===== src/design/lcs_pkg.sv =====
// Shared types and constants for the line column span block.
package lcs_pkg;

    // Result row fields are 14-bit two's complement
    localparam int ROW_BITS   = 14;
    localparam int COLOR_BITS = 8;
    localparam int CNT_BITS   = 7;

    typedef logic signed [ROW_BITS-1:0] row_t;
    typedef logic [COLOR_BITS-1:0]      color_t;
    typedef logic [CNT_BITS-1:0]        cnt_t;

    // Thick width register after reset
    localparam cnt_t THICK_RESET = 7'd10;

    // Saturation limits of the row fields
    localparam row_t ROW_MIN = 14'sh2000;
    localparam row_t ROW_MAX = 14'sh1FFF;

    // Line mode carried on s_tuser
    localparam logic MODE_THIN  = 1'b0;
    localparam logic MODE_THICK = 1'b1;

    // Result word: row_low, row_high, red, green, blue, zero pad to bytes
    localparam int M_FIELD_W = 2 * ROW_BITS + 3 * COLOR_BITS;
    localparam int M_DATA_W  = ((M_FIELD_W + 7) / 8) * 8;
    localparam int M_PAD_W   = M_DATA_W - M_FIELD_W;

endpackage


===== src/design/lcs_div_pipe.sv =====
// Pipelined restoring divider, one quotient bit per stage, with side payload.
module lcs_div_pipe #(
    parameter int COORD_BITS = 12,
    parameter int SIDE_W     = 1
) (
    input  logic                    aclk,
    input  logic                    aresetn,
    input  logic                    in_valid,
    output logic                    in_ready,
    input  logic [SIDE_W-1:0]       in_side,
    input  logic [COORD_BITS-1:0]   in_den,
    input  logic [2*COORD_BITS-1:0] in_work,   // dividend, upper half below in_den
    output logic                    out_valid,
    input  logic                    out_ready,
    output logic [SIDE_W-1:0]       out_side,
    output logic [COORD_BITS-1:0]   out_quot
);

    localparam int CB = COORD_BITS;

    logic                valid_reg [CB];
    logic [SIDE_W-1:0]   side_reg  [CB];
    logic [CB-1:0]       den_reg   [CB];
    logic [2*CB-1:0]     work_reg  [CB];
    logic [2*CB-1:0]     work_next [CB];
    logic                stage_ready [CB+1];

    // One restoring step: shift in the next dividend bit, subtract if it fits
    function automatic logic [2*CB-1:0] div_step(input logic [2*CB-1:0] w,
                                                input logic [CB-1:0] d);
        logic [CB:0]   trial;
        logic [CB:0]   diff;
        logic          fits;
        logic [CB-1:0] rem;
        trial = {w[2*CB-1:CB], w[CB-1]};
        diff  = trial - {1'b0, d};
        fits  = (trial >= {1'b0, d});
        rem   = fits ? diff[CB-1:0] : trial[CB-1:0];
        return {rem, w[CB-2:0], fits};
    endfunction

    assign stage_ready[CB] = out_ready;
    assign in_ready        = stage_ready[0];

    for (genvar i = 0; i < CB; i++) begin : g_stage
        logic              valid_prev;
        logic [SIDE_W-1:0] side_prev;
        logic [CB-1:0]     den_prev;
        logic [2*CB-1:0]   work_prev;

        if (i == 0) begin : g_first
            assign valid_prev = in_valid;
            assign side_prev  = in_side;
            assign den_prev   = in_den;
            assign work_prev  = in_work;
        end else begin : g_next
            assign valid_prev = valid_reg[i-1];
            assign side_prev  = side_reg[i-1];
            assign den_prev   = den_reg[i-1];
            assign work_prev  = work_reg[i-1];
        end

        // Stage takes a word when empty or when its own word moves on
        assign stage_ready[i] = !valid_reg[i] || stage_ready[i+1];

        always_comb begin
            work_next[i] = div_step(work_prev, den_prev);
        end

        always_ff @(posedge aclk) begin
            if (!aresetn) begin
                valid_reg[i] <= 1'b0;
            end else if (stage_ready[i]) begin
                valid_reg[i] <= valid_prev;
            end
        end

        always_ff @(posedge aclk) begin
            if (stage_ready[i] && valid_prev) begin
                side_reg[i] <= side_prev;
                den_reg[i]  <= den_prev;
                work_reg[i] <= work_next[i];
            end
        end
    end

    assign out_valid = valid_reg[CB-1];
    assign out_side  = side_reg[CB-1];
    assign out_quot  = work_reg[CB-1][CB-1:0];

endmodule


===== src/design/line_column_span.sv =====
// Top level: column query of a line segment, returning the row span drawn there.
//
//   channel | ports                        | word
//   --------+------------------------------+-----------------------------------------
//   input   | s_tvalid s_tready s_tdata    | segment ends, column, color; s_tuser=mode
//   result  | m_tvalid m_tready m_tdata    | row span and color; m_tuser=draw
//   config  | cfg_valid cfg_ready cfg_data | thick_count, always ready
//
// Stages: classify, multiply, one divider stage per quotient bit, then span
// add and saturation into the output register. One word enters per cycle
// unless a stall at m_tready has filled the stages.
// Reset clears all valid bits and sets thick_count to 10.
// A stall at m_tready fills empty stages first; no word is dropped or repeated.
module line_column_span #(
    parameter int  COORD_BITS = 12,
    localparam int S_FIELD_W  = 5 * COORD_BITS + 3 * lcs_pkg::COLOR_BITS,
    localparam int S_DATA_W   = ((S_FIELD_W + 7) / 8) * 8
) (
    input  logic                         aclk,
    input  logic                         aresetn,
    // start_x, start_y, end_x, end_y, column, red_in, green_in, blue_in
    input  logic                         s_tvalid,
    output logic                         s_tready,
    input  logic [S_DATA_W-1:0]          s_tdata,
    // mode
    input  logic                         s_tuser,
    // row_low, row_high, red_out, green_out, blue_out
    output logic                         m_tvalid,
    input  logic                         m_tready,
    output logic [lcs_pkg::M_DATA_W-1:0] m_tdata,
    // draw
    output logic                         m_tuser,
    input  logic                         cfg_valid,
    output logic                         cfg_ready,
    input  logic [lcs_pkg::CNT_BITS-1:0] cfg_data
);

    localparam int CB     = COORD_BITS;
    localparam int CNTW   = lcs_pkg::CNT_BITS;
    localparam int COLW   = lcs_pkg::COLOR_BITS;
    localparam int ROWW   = lcs_pkg::ROW_BITS;
    localparam int BASE_W = CB + 2;
    localparam int SUM_W  = CB + 3;
    localparam int WIDE_W = ((SUM_W > ROWW) ? SUM_W : ROWW) + 1;

    typedef struct packed {
        logic                     draw;
        logic                     sloped;
        logic                     neg;
        logic signed [BASE_W-1:0] lo_base;
        logic signed [BASE_W-1:0] hi_base;
        lcs_pkg::color_t          red;
        lcs_pkg::color_t          green;
        lcs_pkg::color_t          blue;
    } ctl_t;

    localparam int SIDE_W = $bits(ctl_t);

    // Configuration register
    lcs_pkg::cnt_t thick_count_reg;

    assign cfg_ready = 1'b1;

    always_ff @(posedge aclk) begin
        if (!aresetn) begin
            thick_count_reg <= lcs_pkg::THICK_RESET;
        end else if (cfg_valid) begin
            thick_count_reg <= cfg_data;
        end
    end

    // Unpack the input word
    logic [CB-1:0]   x0, y0, x1, y1, col;
    lcs_pkg::color_t red_in, green_in, blue_in;

    assign x0       = s_tdata[CB-1:0];
    assign y0       = s_tdata[2*CB-1:CB];
    assign x1       = s_tdata[3*CB-1:2*CB];
    assign y1       = s_tdata[4*CB-1:3*CB];
    assign col      = s_tdata[5*CB-1:4*CB];
    assign red_in   = s_tdata[5*CB+COLW-1:5*CB];
    assign green_in = s_tdata[5*CB+2*COLW-1:5*CB+COLW];
    assign blue_in  = s_tdata[5*CB+3*COLW-1:5*CB+2*COLW];

    // Classify the segment and build span bases
    logic                     thick, vertical, horiz, in_range, v_cols, cnt_zero;
    logic [CB:0]              cnt_ext;
    lcs_pkg::cnt_t            reach;
    logic signed [BASE_W-1:0] y0_s, y1_s, reach_s;
    ctl_t                     a_ctl_next;
    logic [CB-1:0]            a_dymag_next, a_dxc_next, a_den_next;

    always_comb begin
        thick    = (s_tuser == lcs_pkg::MODE_THICK);
        vertical = (x1 == x0);
        horiz    = (y1 == y0);
        in_range = (col >= x0) && (col < x1);
        cnt_zero = (thick_count_reg == '0);
        cnt_ext  = {{(CB + 1 - CNTW){1'b0}}, thick_count_reg};
        v_cols   = thick ? ((col >= x1) && ({1'b0, col} < ({1'b0, x1} + cnt_ext)))
                         : (col == x1);
        reach    = thick ? (thick_count_reg - CNTW'(1)) : CNTW'(1);
        y0_s     = signed'({2'b00, y0});
        y1_s     = signed'({2'b00, y1});
        reach_s  = signed'({{(BASE_W - CNTW){1'b0}}, reach});

        a_ctl_next.draw   = vertical ? (v_cols && (y0 < y1))
                                     : (in_range && (horiz || !thick || !cnt_zero));
        a_ctl_next.sloped = !vertical && !horiz;
        a_ctl_next.neg    = (y1 < y0);
        if (vertical) begin
            a_ctl_next.lo_base = y0_s;
            a_ctl_next.hi_base = y1_s - BASE_W'(1);
        end else if (horiz) begin
            a_ctl_next.lo_base = y0_s;
            a_ctl_next.hi_base = y0_s;
        end else begin
            a_ctl_next.lo_base = y0_s - reach_s;
            a_ctl_next.hi_base = y0_s + reach_s;
        end
        a_ctl_next.red   = red_in;
        a_ctl_next.green = green_in;
        a_ctl_next.blue  = blue_in;

        a_dymag_next = (y1 < y0) ? (y0 - y1) : (y1 - y0);
        a_dxc_next   = col - x0;
        a_den_next   = x1 - x0;
    end

    // Stage handshake chain
    logic a_valid_reg, b_valid_reg, m_valid_reg;
    logic a_ready, b_ready, z_ready;
    logic div_in_ready, div_out_valid;

    assign z_ready  = !m_valid_reg || m_tready;
    assign b_ready  = !b_valid_reg || div_in_ready;
    assign a_ready  = !a_valid_reg || b_ready;
    assign s_tready = a_ready;

    // Stage A: classified word
    ctl_t          a_ctl_reg;
    logic [CB-1:0] a_dymag_reg, a_dxc_reg, a_den_reg;

    always_ff @(posedge aclk) begin
        if (!aresetn) begin
            a_valid_reg <= 1'b0;
        end else if (a_ready) begin
            a_valid_reg <= s_tvalid;
        end
    end

    always_ff @(posedge aclk) begin
        if (a_ready && s_tvalid) begin
            a_ctl_reg   <= a_ctl_next;
            a_dymag_reg <= a_dymag_next;
            a_dxc_reg   <= a_dxc_next;
            a_den_reg   <= a_den_next;
        end
    end

    // Stage B: product |dy| * (column - start_x)
    ctl_t            b_ctl_reg;
    logic [CB-1:0]   b_den_reg;
    logic [2*CB-1:0] b_prod_reg;
    logic [2*CB-1:0] b_prod_next;

    assign b_prod_next = a_dymag_reg * a_dxc_reg;

    always_ff @(posedge aclk) begin
        if (!aresetn) begin
            b_valid_reg <= 1'b0;
        end else if (b_ready) begin
            b_valid_reg <= a_valid_reg;
        end
    end

    always_ff @(posedge aclk) begin
        if (b_ready && a_valid_reg) begin
            b_ctl_reg  <= a_ctl_reg;
            b_den_reg  <= a_den_reg;
            b_prod_reg <= b_prod_next;
        end
    end

    // Divide the product by the segment width
    logic [SIDE_W-1:0] div_side;
    logic [CB-1:0]     div_quot;
    ctl_t              z_ctl;

    lcs_div_pipe #(
        .COORD_BITS (COORD_BITS),
        .SIDE_W     (SIDE_W)
    ) u_div (
        .aclk      (aclk),
        .aresetn   (aresetn),
        .in_valid  (b_valid_reg),
        .in_ready  (div_in_ready),
        .in_side   (b_ctl_reg),
        .in_den    (b_den_reg),
        .in_work   (b_prod_reg),
        .out_valid (div_out_valid),
        .out_ready (z_ready),
        .out_side  (div_side),
        .out_quot  (div_quot)
    );

    assign z_ctl = ctl_t'(div_side);

    // Clamp a span sum to the row field range
    function automatic lcs_pkg::row_t sat_row(input logic signed [SUM_W-1:0] s);
        logic [WIDE_W-1:0]      wide;
        logic [WIDE_W-ROWW:0]   upper;
        wide  = {{(WIDE_W - SUM_W){s[SUM_W-1]}}, s};
        upper = wide[WIDE_W-1:ROWW-1];
        if ((upper == '0) || (upper == '1)) begin
            return lcs_pkg::row_t'(wide[ROWW-1:0]);
        end else if (wide[WIDE_W-1]) begin
            return lcs_pkg::ROW_MIN;
        end else begin
            return lcs_pkg::ROW_MAX;
        end
    endfunction

    // Final stage: apply signed quotient, saturate, zero when not drawn
    logic signed [CB:0]    q_ext, sq;
    logic signed [SUM_W-1:0] lo_sum, hi_sum;
    lcs_pkg::row_t         row_low_next, row_high_next;

    always_comb begin
        q_ext  = signed'({1'b0, div_quot});
        sq     = z_ctl.sloped ? (z_ctl.neg ? -q_ext : q_ext) : '0;
        lo_sum = {z_ctl.lo_base[BASE_W-1], z_ctl.lo_base}
               + {{2{sq[CB]}}, sq};
        hi_sum = {z_ctl.hi_base[BASE_W-1], z_ctl.hi_base}
               + {{2{sq[CB]}}, sq};
        row_low_next  = z_ctl.draw ? sat_row(lo_sum) : '0;
        row_high_next = z_ctl.draw ? sat_row(hi_sum) : '0;
    end

    // Output register
    logic            m_draw_reg;
    lcs_pkg::row_t   m_low_reg, m_high_reg;
    lcs_pkg::color_t m_red_reg, m_green_reg, m_blue_reg;

    always_ff @(posedge aclk) begin
        if (!aresetn) begin
            m_valid_reg <= 1'b0;
        end else if (z_ready) begin
            m_valid_reg <= div_out_valid;
        end
    end

    always_ff @(posedge aclk) begin
        if (z_ready && div_out_valid) begin
            m_draw_reg  <= z_ctl.draw;
            m_low_reg   <= row_low_next;
            m_high_reg  <= row_high_next;
            m_red_reg   <= z_ctl.red;
            m_green_reg <= z_ctl.green;
            m_blue_reg  <= z_ctl.blue;
        end
    end

    assign m_tvalid = m_valid_reg;
    assign m_tuser  = m_draw_reg;
    assign m_tdata  = {{lcs_pkg::M_PAD_W{1'b0}}, m_blue_reg, m_green_reg, m_red_reg,
                       m_high_reg, m_low_reg};

endmodule


===== config.mk =====
export PLATFORM = sky130hd
export DESIGN_NAME = line_column_span
export DESIGN_NICKNAME = d
export VERILOG_FILES = /design/src/design/lcs_pkg.sv /design/src/design/lcs_div_pipe.sv /design/src/design/line_column_span.sv
export SDC_FILE = /design/constraint.sdc
export NUM_CORES = 2
export LEC_CHECK = 0
export BUFFER_PORTS_ARGS = -buffer_cell sky130_fd_sc_hd__clkbuf_2
export CAP_MARGIN = 15
export CORE_MARGIN = 10
export CORE_UTILIZATION = 49
export DETAILED_ROUTE_END_ITERATION = 7
export GPL_ROUTABILITY_DRIVEN = 0
export PLACE_DENSITY = 0.65
export RECOVER_POWER = 25
export SYNTH_ARGS = -nofsm -noshare
export SYNTH_HDL_FRONTEND = slang
export SYNTH_SLANG_ARGS = --single-unit

===== constraint.sdc =====
create_clock -name aclk -period 25.8 [get_ports aclk]
set_input_delay 5.16 -clock aclk [delete_from_list [all_inputs] [get_ports aclk]]
set_output_delay 5.16 -clock aclk [all_outputs]
set_load 0.05 [all_outputs]

; ---- Yosys cells after proc, flatten, opt, wreduce, memory -nomap -nowiden
; Memory sizes are Yosys's and may differ from the RTL's.
; Cells that the tools add are included.
[word_totals]
ramBits = 1104
romBits = 0
reg_bits = 243
memories = 4
latch_bits = 0
elab_cells = 255
in_bits = 101
out_inout_bits = 60
[classes]
n_addsub = 24
mul = 1
n_eq_ne = 5
bitwise = 12
shifts = 0
n_reduce_logical = 62
mux = 97
order_cmp = 18
div = 0
[mem_list]
columns = name, words, word_bits, read_ports, rd_ports_with_merged_regs, wr, line_no
row1 = u_div.side_reg, 12, 55, 12, 0, 12, lcs_div_pipe.sv:22  ; logic [SIDE_W-1:0] side_reg [CB];
row2 = u_div.work_reg, 12, 24, 12, 0, 12, lcs_div_pipe.sv:24  ; logic [2*CB-1:0] work_reg [CB];
row3 = u_div.den_reg, 12, 12, 11, 0, 12, lcs_div_pipe.sv:23  ; logic [CB-1:0] den_reg [CB];
row4 = u_div.valid_reg, 12, 1, 12, 0, 12, lcs_div_pipe.sv:21  ; logic valid_reg [CB];
[op_table]
columns = op, count
row1 = subtractor 12 bit, 16
row2 = greater-or-equal comparator 13 x 12 -> 1 bit, 12
row3 = 2-to-1 mux 12 bit, 13
row4 = 2-to-1 mux 1 bit, 75
row5 = 2-to-1 mux 14 bit, 4
row6 = 2-to-1 mux 26 bit, 2
row7 = == test 12 bit, 3
row8 = less-than comparator 12 bit, 3
row9 = adder 14 x 13 -> 15 bit, 2
row10 = adder 12 x 7 -> 13 bit, 2
row11 = 2-to-1 mux 13 bit, 2
row12 = greater-or-equal comparator 12 bit, 2
row13 = multiplier 12 x 12 -> 24 bit, 1
row14 = logical AND 1 bit, 20
row15 = zero test 1 bit, 19
row16 = logical OR 1 bit, 19
row17 = less-than comparator 12 x 13 -> 1 bit, 1
row18 = negation 12 -> 13 bit, 1
row19 = "subtractor 12 x 1 -> 13 bit, second input constant", 1
row20 = subtractor 12 x 7 -> 13 bit, 1
row21 = bitwise OR 1 bit, 12
row22 = zero test 7 bit, 1
row23 = 2-to-1 mux 7 bit, 1
row24 = "subtractor 7 x 1 -> 7 bit, second input constant", 1
row25 = other kinds (3), 5

; ---- Depth between registers and ports, before layout
[depth]
ltp_word = 18
depth_mapped = 21

; ---- Cells and area by module
; From an unflattened synthesis, not the netlist that was laid out.
[hier_totals]
hier_cells = 3963
area_unflattened_um2 = 59184.3
[modules_own_cells]
columns = module, area_each_um2, instances, seq_area_each_um2, cells_each
row1 = lcs_div_pipe, 41031.9, 1, 32421.1, 2248
row2 = line_column_span, 18152.4, 1, 7196.9, 1715

; ---- Worst setup path after synthesis
; No wires, ideal clock.
[synth_timing]
path_kind = input-to-reg
from = input m_tready
to = memory u_div.valid_reg[4][0] (netlist: u_div.valid_reg[1][0]) (data pin)
path_stages = 6
n_path_buf = 0
setup_slack_ps = 12491
t_arrival_ps = 13128
cell_sequence = and4b_1 and3_1 and2_1 and3_1 a21boi_0 and2_1
[synth_lines]
columns = element, line_no
row1 = from (decl), line_column_span.sv:29  ; input logic m_tready,
row2 = to (decl), lcs_div_pipe.sv:21

; ---- Worst setup path after layout
[layout_timing]
from = input m_tready
to = output s_tready
[layout_between]
elab_chain_cells = 15
[layout_lines]
columns = element, line_no
row1 = logical OR 1 bit, line_column_span.sv:135  ; assign z_ready = !m_valid_reg || m_tready;
row2 = logical OR 1 bit (12 in series), lcs_div_pipe.sv:64  ; assign stage_ready[i] = !valid_reg[i] || stage_ready[i+1];
row3 = logical OR 1 bit, line_column_span.sv:136  ; assign b_ready = !b_valid_reg || div_in_ready;
row4 = logical OR 1 bit, line_column_span.sv:137  ; assign a_ready = !a_valid_reg || b_ready;
row5 = to (decl), line_column_span.sv:23  ; output logic s_tready,
; No other way between the ends.

==> impl_results.md <==
* I/O Buffers at 151
* Setup slack of the worst register-to-register path at 19670 ps
* Largest net degree at the start of global routing at 71
* Worst R2R End: b_prod_reg[23]
* Number of top-level pins at 161
* Register bit count reported by yosys at 1311
* Worst min path class: flop to flop
* Async S/R FF share, synth at 0%
* Final clock period utilization by the worst path at 51.0%
* Placement Setup Slack at 12670 ps
* Netlist Area Pre-Place at 0.0587 mm²
* Synthesized area divided by synthesized cell count at 14.7 µm²
* Count of final max-slew check failures at 0
* Placement-stage cell area at 0.0615 mm²
* Vias per Instance at 5.10
* Final period demand of the worst path at 13170 ps
* Starting Density at 49.5%
* Post-layout worst setup margin at 12630 ps
* PnR Total Power at 6150 µW
* Clock-pin slew on the worst setup and hold paths at 60 ps
* Antenna Diode Count at 0
* Number of sinks handled by clock tree synthesis at 1311
* Reg2Reg Launch Point: a_dymag_reg[3]
* CP Capture Type: output pin
* Core Area at 0.119 mm²
* Cts bufs inserted at 135
* First DRT Iteration DRCs at 1998
* Most Crowded Layer GR: met2
* CP Capture Point: s_tready
* Total congestion overflow after global routing at 0
* GRT met2 Usage at 24.0%
* Cells along the critical path: clkbuf_2, and4b_1, and3_1, nand2_1, nor2_1, nand4_1, nor2_1, nand2_1, clkbuf_2
* Final standard cell area without fillers at 0.0657 mm²
* Final setup viols at 0
* Max frequency at 75.9 MHz
* Clock tree root buffer cell: sky130_fd_sc_hd__clkbuf_16
* Detailed-placement wirelength estimate at 69900 µm
* Post-CTS setup buffer count at 0
* Most used DFF post-synth: sky130_fd_sc_hd__edfxtp_1
* Slew at the pin with the worst max-slew slack at 1070 ps
* Worst-case headroom to the max-slew limit at 28.6%
* Data arrival time of the critical path at 8010 ps
* Max-cap viol count at 0
* Depth of the worst register-to-register path at 19
* Die Ht at 366 µm
* Routed length per placed instance at 16.3 µm
* Wire length of the first global-routing pass at 159000 µm
* Area growth from synthesis to final layout at 11.8%
* Detailed-router iteration count before antenna repair at 6
* Total power divided by cell area at 93.7 mW/mm²
* Peak supply drop at 0.208 mV
* Post-CTS Hold Fix Bufs at 0
* Worst Clk Skew at 31.4 ps
* Fin Setup TNS at 0 ps
* Post-route ant nets at 0
* Fraction of layout instances using a drive strength above 1 at 11.0%
* Number of warning messages in the yosys log at 0
* Most common library cell in the layout ignoring fill and taps: sky130_fd_sc_hd__edfxtp_1
* Worst setup path startpoint: m_tready
* Unrepaired setup endpoints after global routing: no
* Count of instances resized after the clock tree is built at 0
* Slowest cell on the critical path: sky130_fd_sc_hd__nor2_1
* Number of enable flip-flop cells after synthesis at 1300
* Number of global-route vias before repair at 30.8k
* Global routing met3 resource utilization at 3.09%
* Count of standard-cell rows at 126
* Number of nets in the layout at 4811
* Overall via count from detail_route at 30.4k
* Clock latency on the worst-skew pair at 730 ps
* Post-route DRC at 0
* Flip-flop count of the largest register after layout at 648
* Sequential fraction of the synthesis area at 66.8%
* Data required time at the worst endpoint at 20640 ps
* Most used cells in the layout excluding fill and tap cells: sky130_fd_sc_hd__edfxtp_1, sky130_fd_sc_hd__inv_1, sky130_fd_sc_hd__ha_1
* Yosys cell types at 83
* Sum of routed wire length over all layers at 97100 µm
* Layout filler cell count at 9456
* Critical path peak fanout at 6
* CP startpoint kind: input port
* Die Outline Area at 0.134 mm²
* Final Hold Fails at 0
* Routing usage on met1 at 18.6%
* Lkg Pwr at 0.0251 µW
* Outcome: finished, final reports clean
* Maximum clock path buffer count at 3
* Die Width at 366 µm
* Critical path class: input port to output pin
* Synthesized instance count at 4007
* Antenna violations before repair at 2
* Max H-tree Level at 4
* Largest stage delay, worst path at 660 ps
* Total Routing Usage GR at 14.5%
* CTS tree: done
[area by class of cell]
| class | instances | area (µm²) | area share (%) |
|---|---|---|---|
| Sequential cell | 1311 | 39300 | 59.8 |
| Multi-Input combinational cell | 2192 | 17600 | 26.9 |
| Clock buffer | 161 | 3500 | 5.33 |
| Tap cell | 1600 | 2000 | 3.05 |
| Inverter | 443 | 1660 | 2.53 |
| Timing Repair Buffer | 180 | 973 | 1.48 |
| Clock inverter | 74 | 628 | 0.957 |
[worst max-delay path, delay by kind of cell]
kind,cells,cell delay (ps)
AND/OR/NAND/NOR,7,2440
buffers and inverters,2,390
[worst min path at each step]
stage                     startpoint  slack (ps)               endpoint  cells past startpoint
6_report       u_div.side_reg[4][85]         400  u_div.side_reg[5][30]                      0
5_1_grt                b_prod_reg[4]         400   u_div.work_reg[0][5]                      0
4_1_cts        u_div.side_reg[4][85]         400  u_div.side_reg[5][30]                      0
3_5_place_dp   u_div.side_reg[5][77]         400           m_red_reg[6]                      0
3_3_place_gp           b_prod_reg[6]         400   u_div.work_reg[0][7]                      0
2_1_floorplan           a_ctl_reg[0]         400           b_ctl_reg[0]                      0
[routing by layer]
| layer | up-vias | part of all wire, % |
|---|---|---|
| li1 | 15000 | - |
| met1 | 14600 | 44 |
| met2 | 588 | 48 |
| met3 | 188 | 4.7 |
| met4 | 0 | 3.0 |
| met5 | - | 0 |
[cell families after synthesis]
family / Yosys count / synth area share, %
buffers and inverters: 507 / 3.35
XOR/XNOR: 201 / 3.00
adder cells (fa/ha/maj): 449 / 11.1
multiplexers: 91 / 1.85
flip-flops: 1311 / 66.8
AND/OR/NAND/NOR: 821 / 6.98
AO/OA/AOI/OAI: 625 / 6.89
other: 2 / 0.0128
[stage by stage]
step	std cells	hold slack [ps]	utilization, %
3_3_place_gp	5726	400	51.9
6_report	5961	398	55.4
3_5_place_dp	5726	405	51.9
2_1_floorplan	4010	400	-
4_1_cts	5961	397	55.4
5_1_grt	5961	403	55.4
[synthesized netlist by cell type, drive strengths merged, types with 13 or more instances]
library cell / count / share of area [%]
a21boi: 13 / 0.17
fa: 120 / 4.1
and2: 89 / 0.95
inv: 442 / 2.8
nor2: 118 / 0.75
or3: 23 / 0.24
a211oi: 20 / 0.28
edfxtp: 1300 / 66
a21o: 65 / 0.83
o21ai: 188 / 1.6
mux2: 58 / 1.3
nand4: 37 / 0.39
xor2: 62 / 0.92
mux2i: 33 / 0.56
ha: 327 / 7.0
nand2: 258 / 1.6
nor2b: 69 / 0.73
o211ai: 22 / 0.32
xnor2: 139 / 2.1
a21oi: 167 / 1.4
and3: 35 / 0.37
nand2b: 29 / 0.31
a31oi: 13 / 0.14
nor3: 59 / 0.50
or2: 16 / 0.17
buf: 16 / 0.21
o21bai: 17 / 0.22
o21a: 30 / 0.38
clkbuf: 48 / 0.31
nand3: 55 / 0.47
[power by group]
group | internal (µW) | leakage, µW | total [µW] | switching (µW)
Clock | 1020 | 0.00201 | 1790 | 769
Combinational | 808 | 0.0111 | 1830 | 1020
Sequential | 2480 | 0.0120 | 2530 | 46.9
Total | 4320 | 0.0251 | 6150 | 1840
Note: power is estimated with default switching activity, not from simulation.
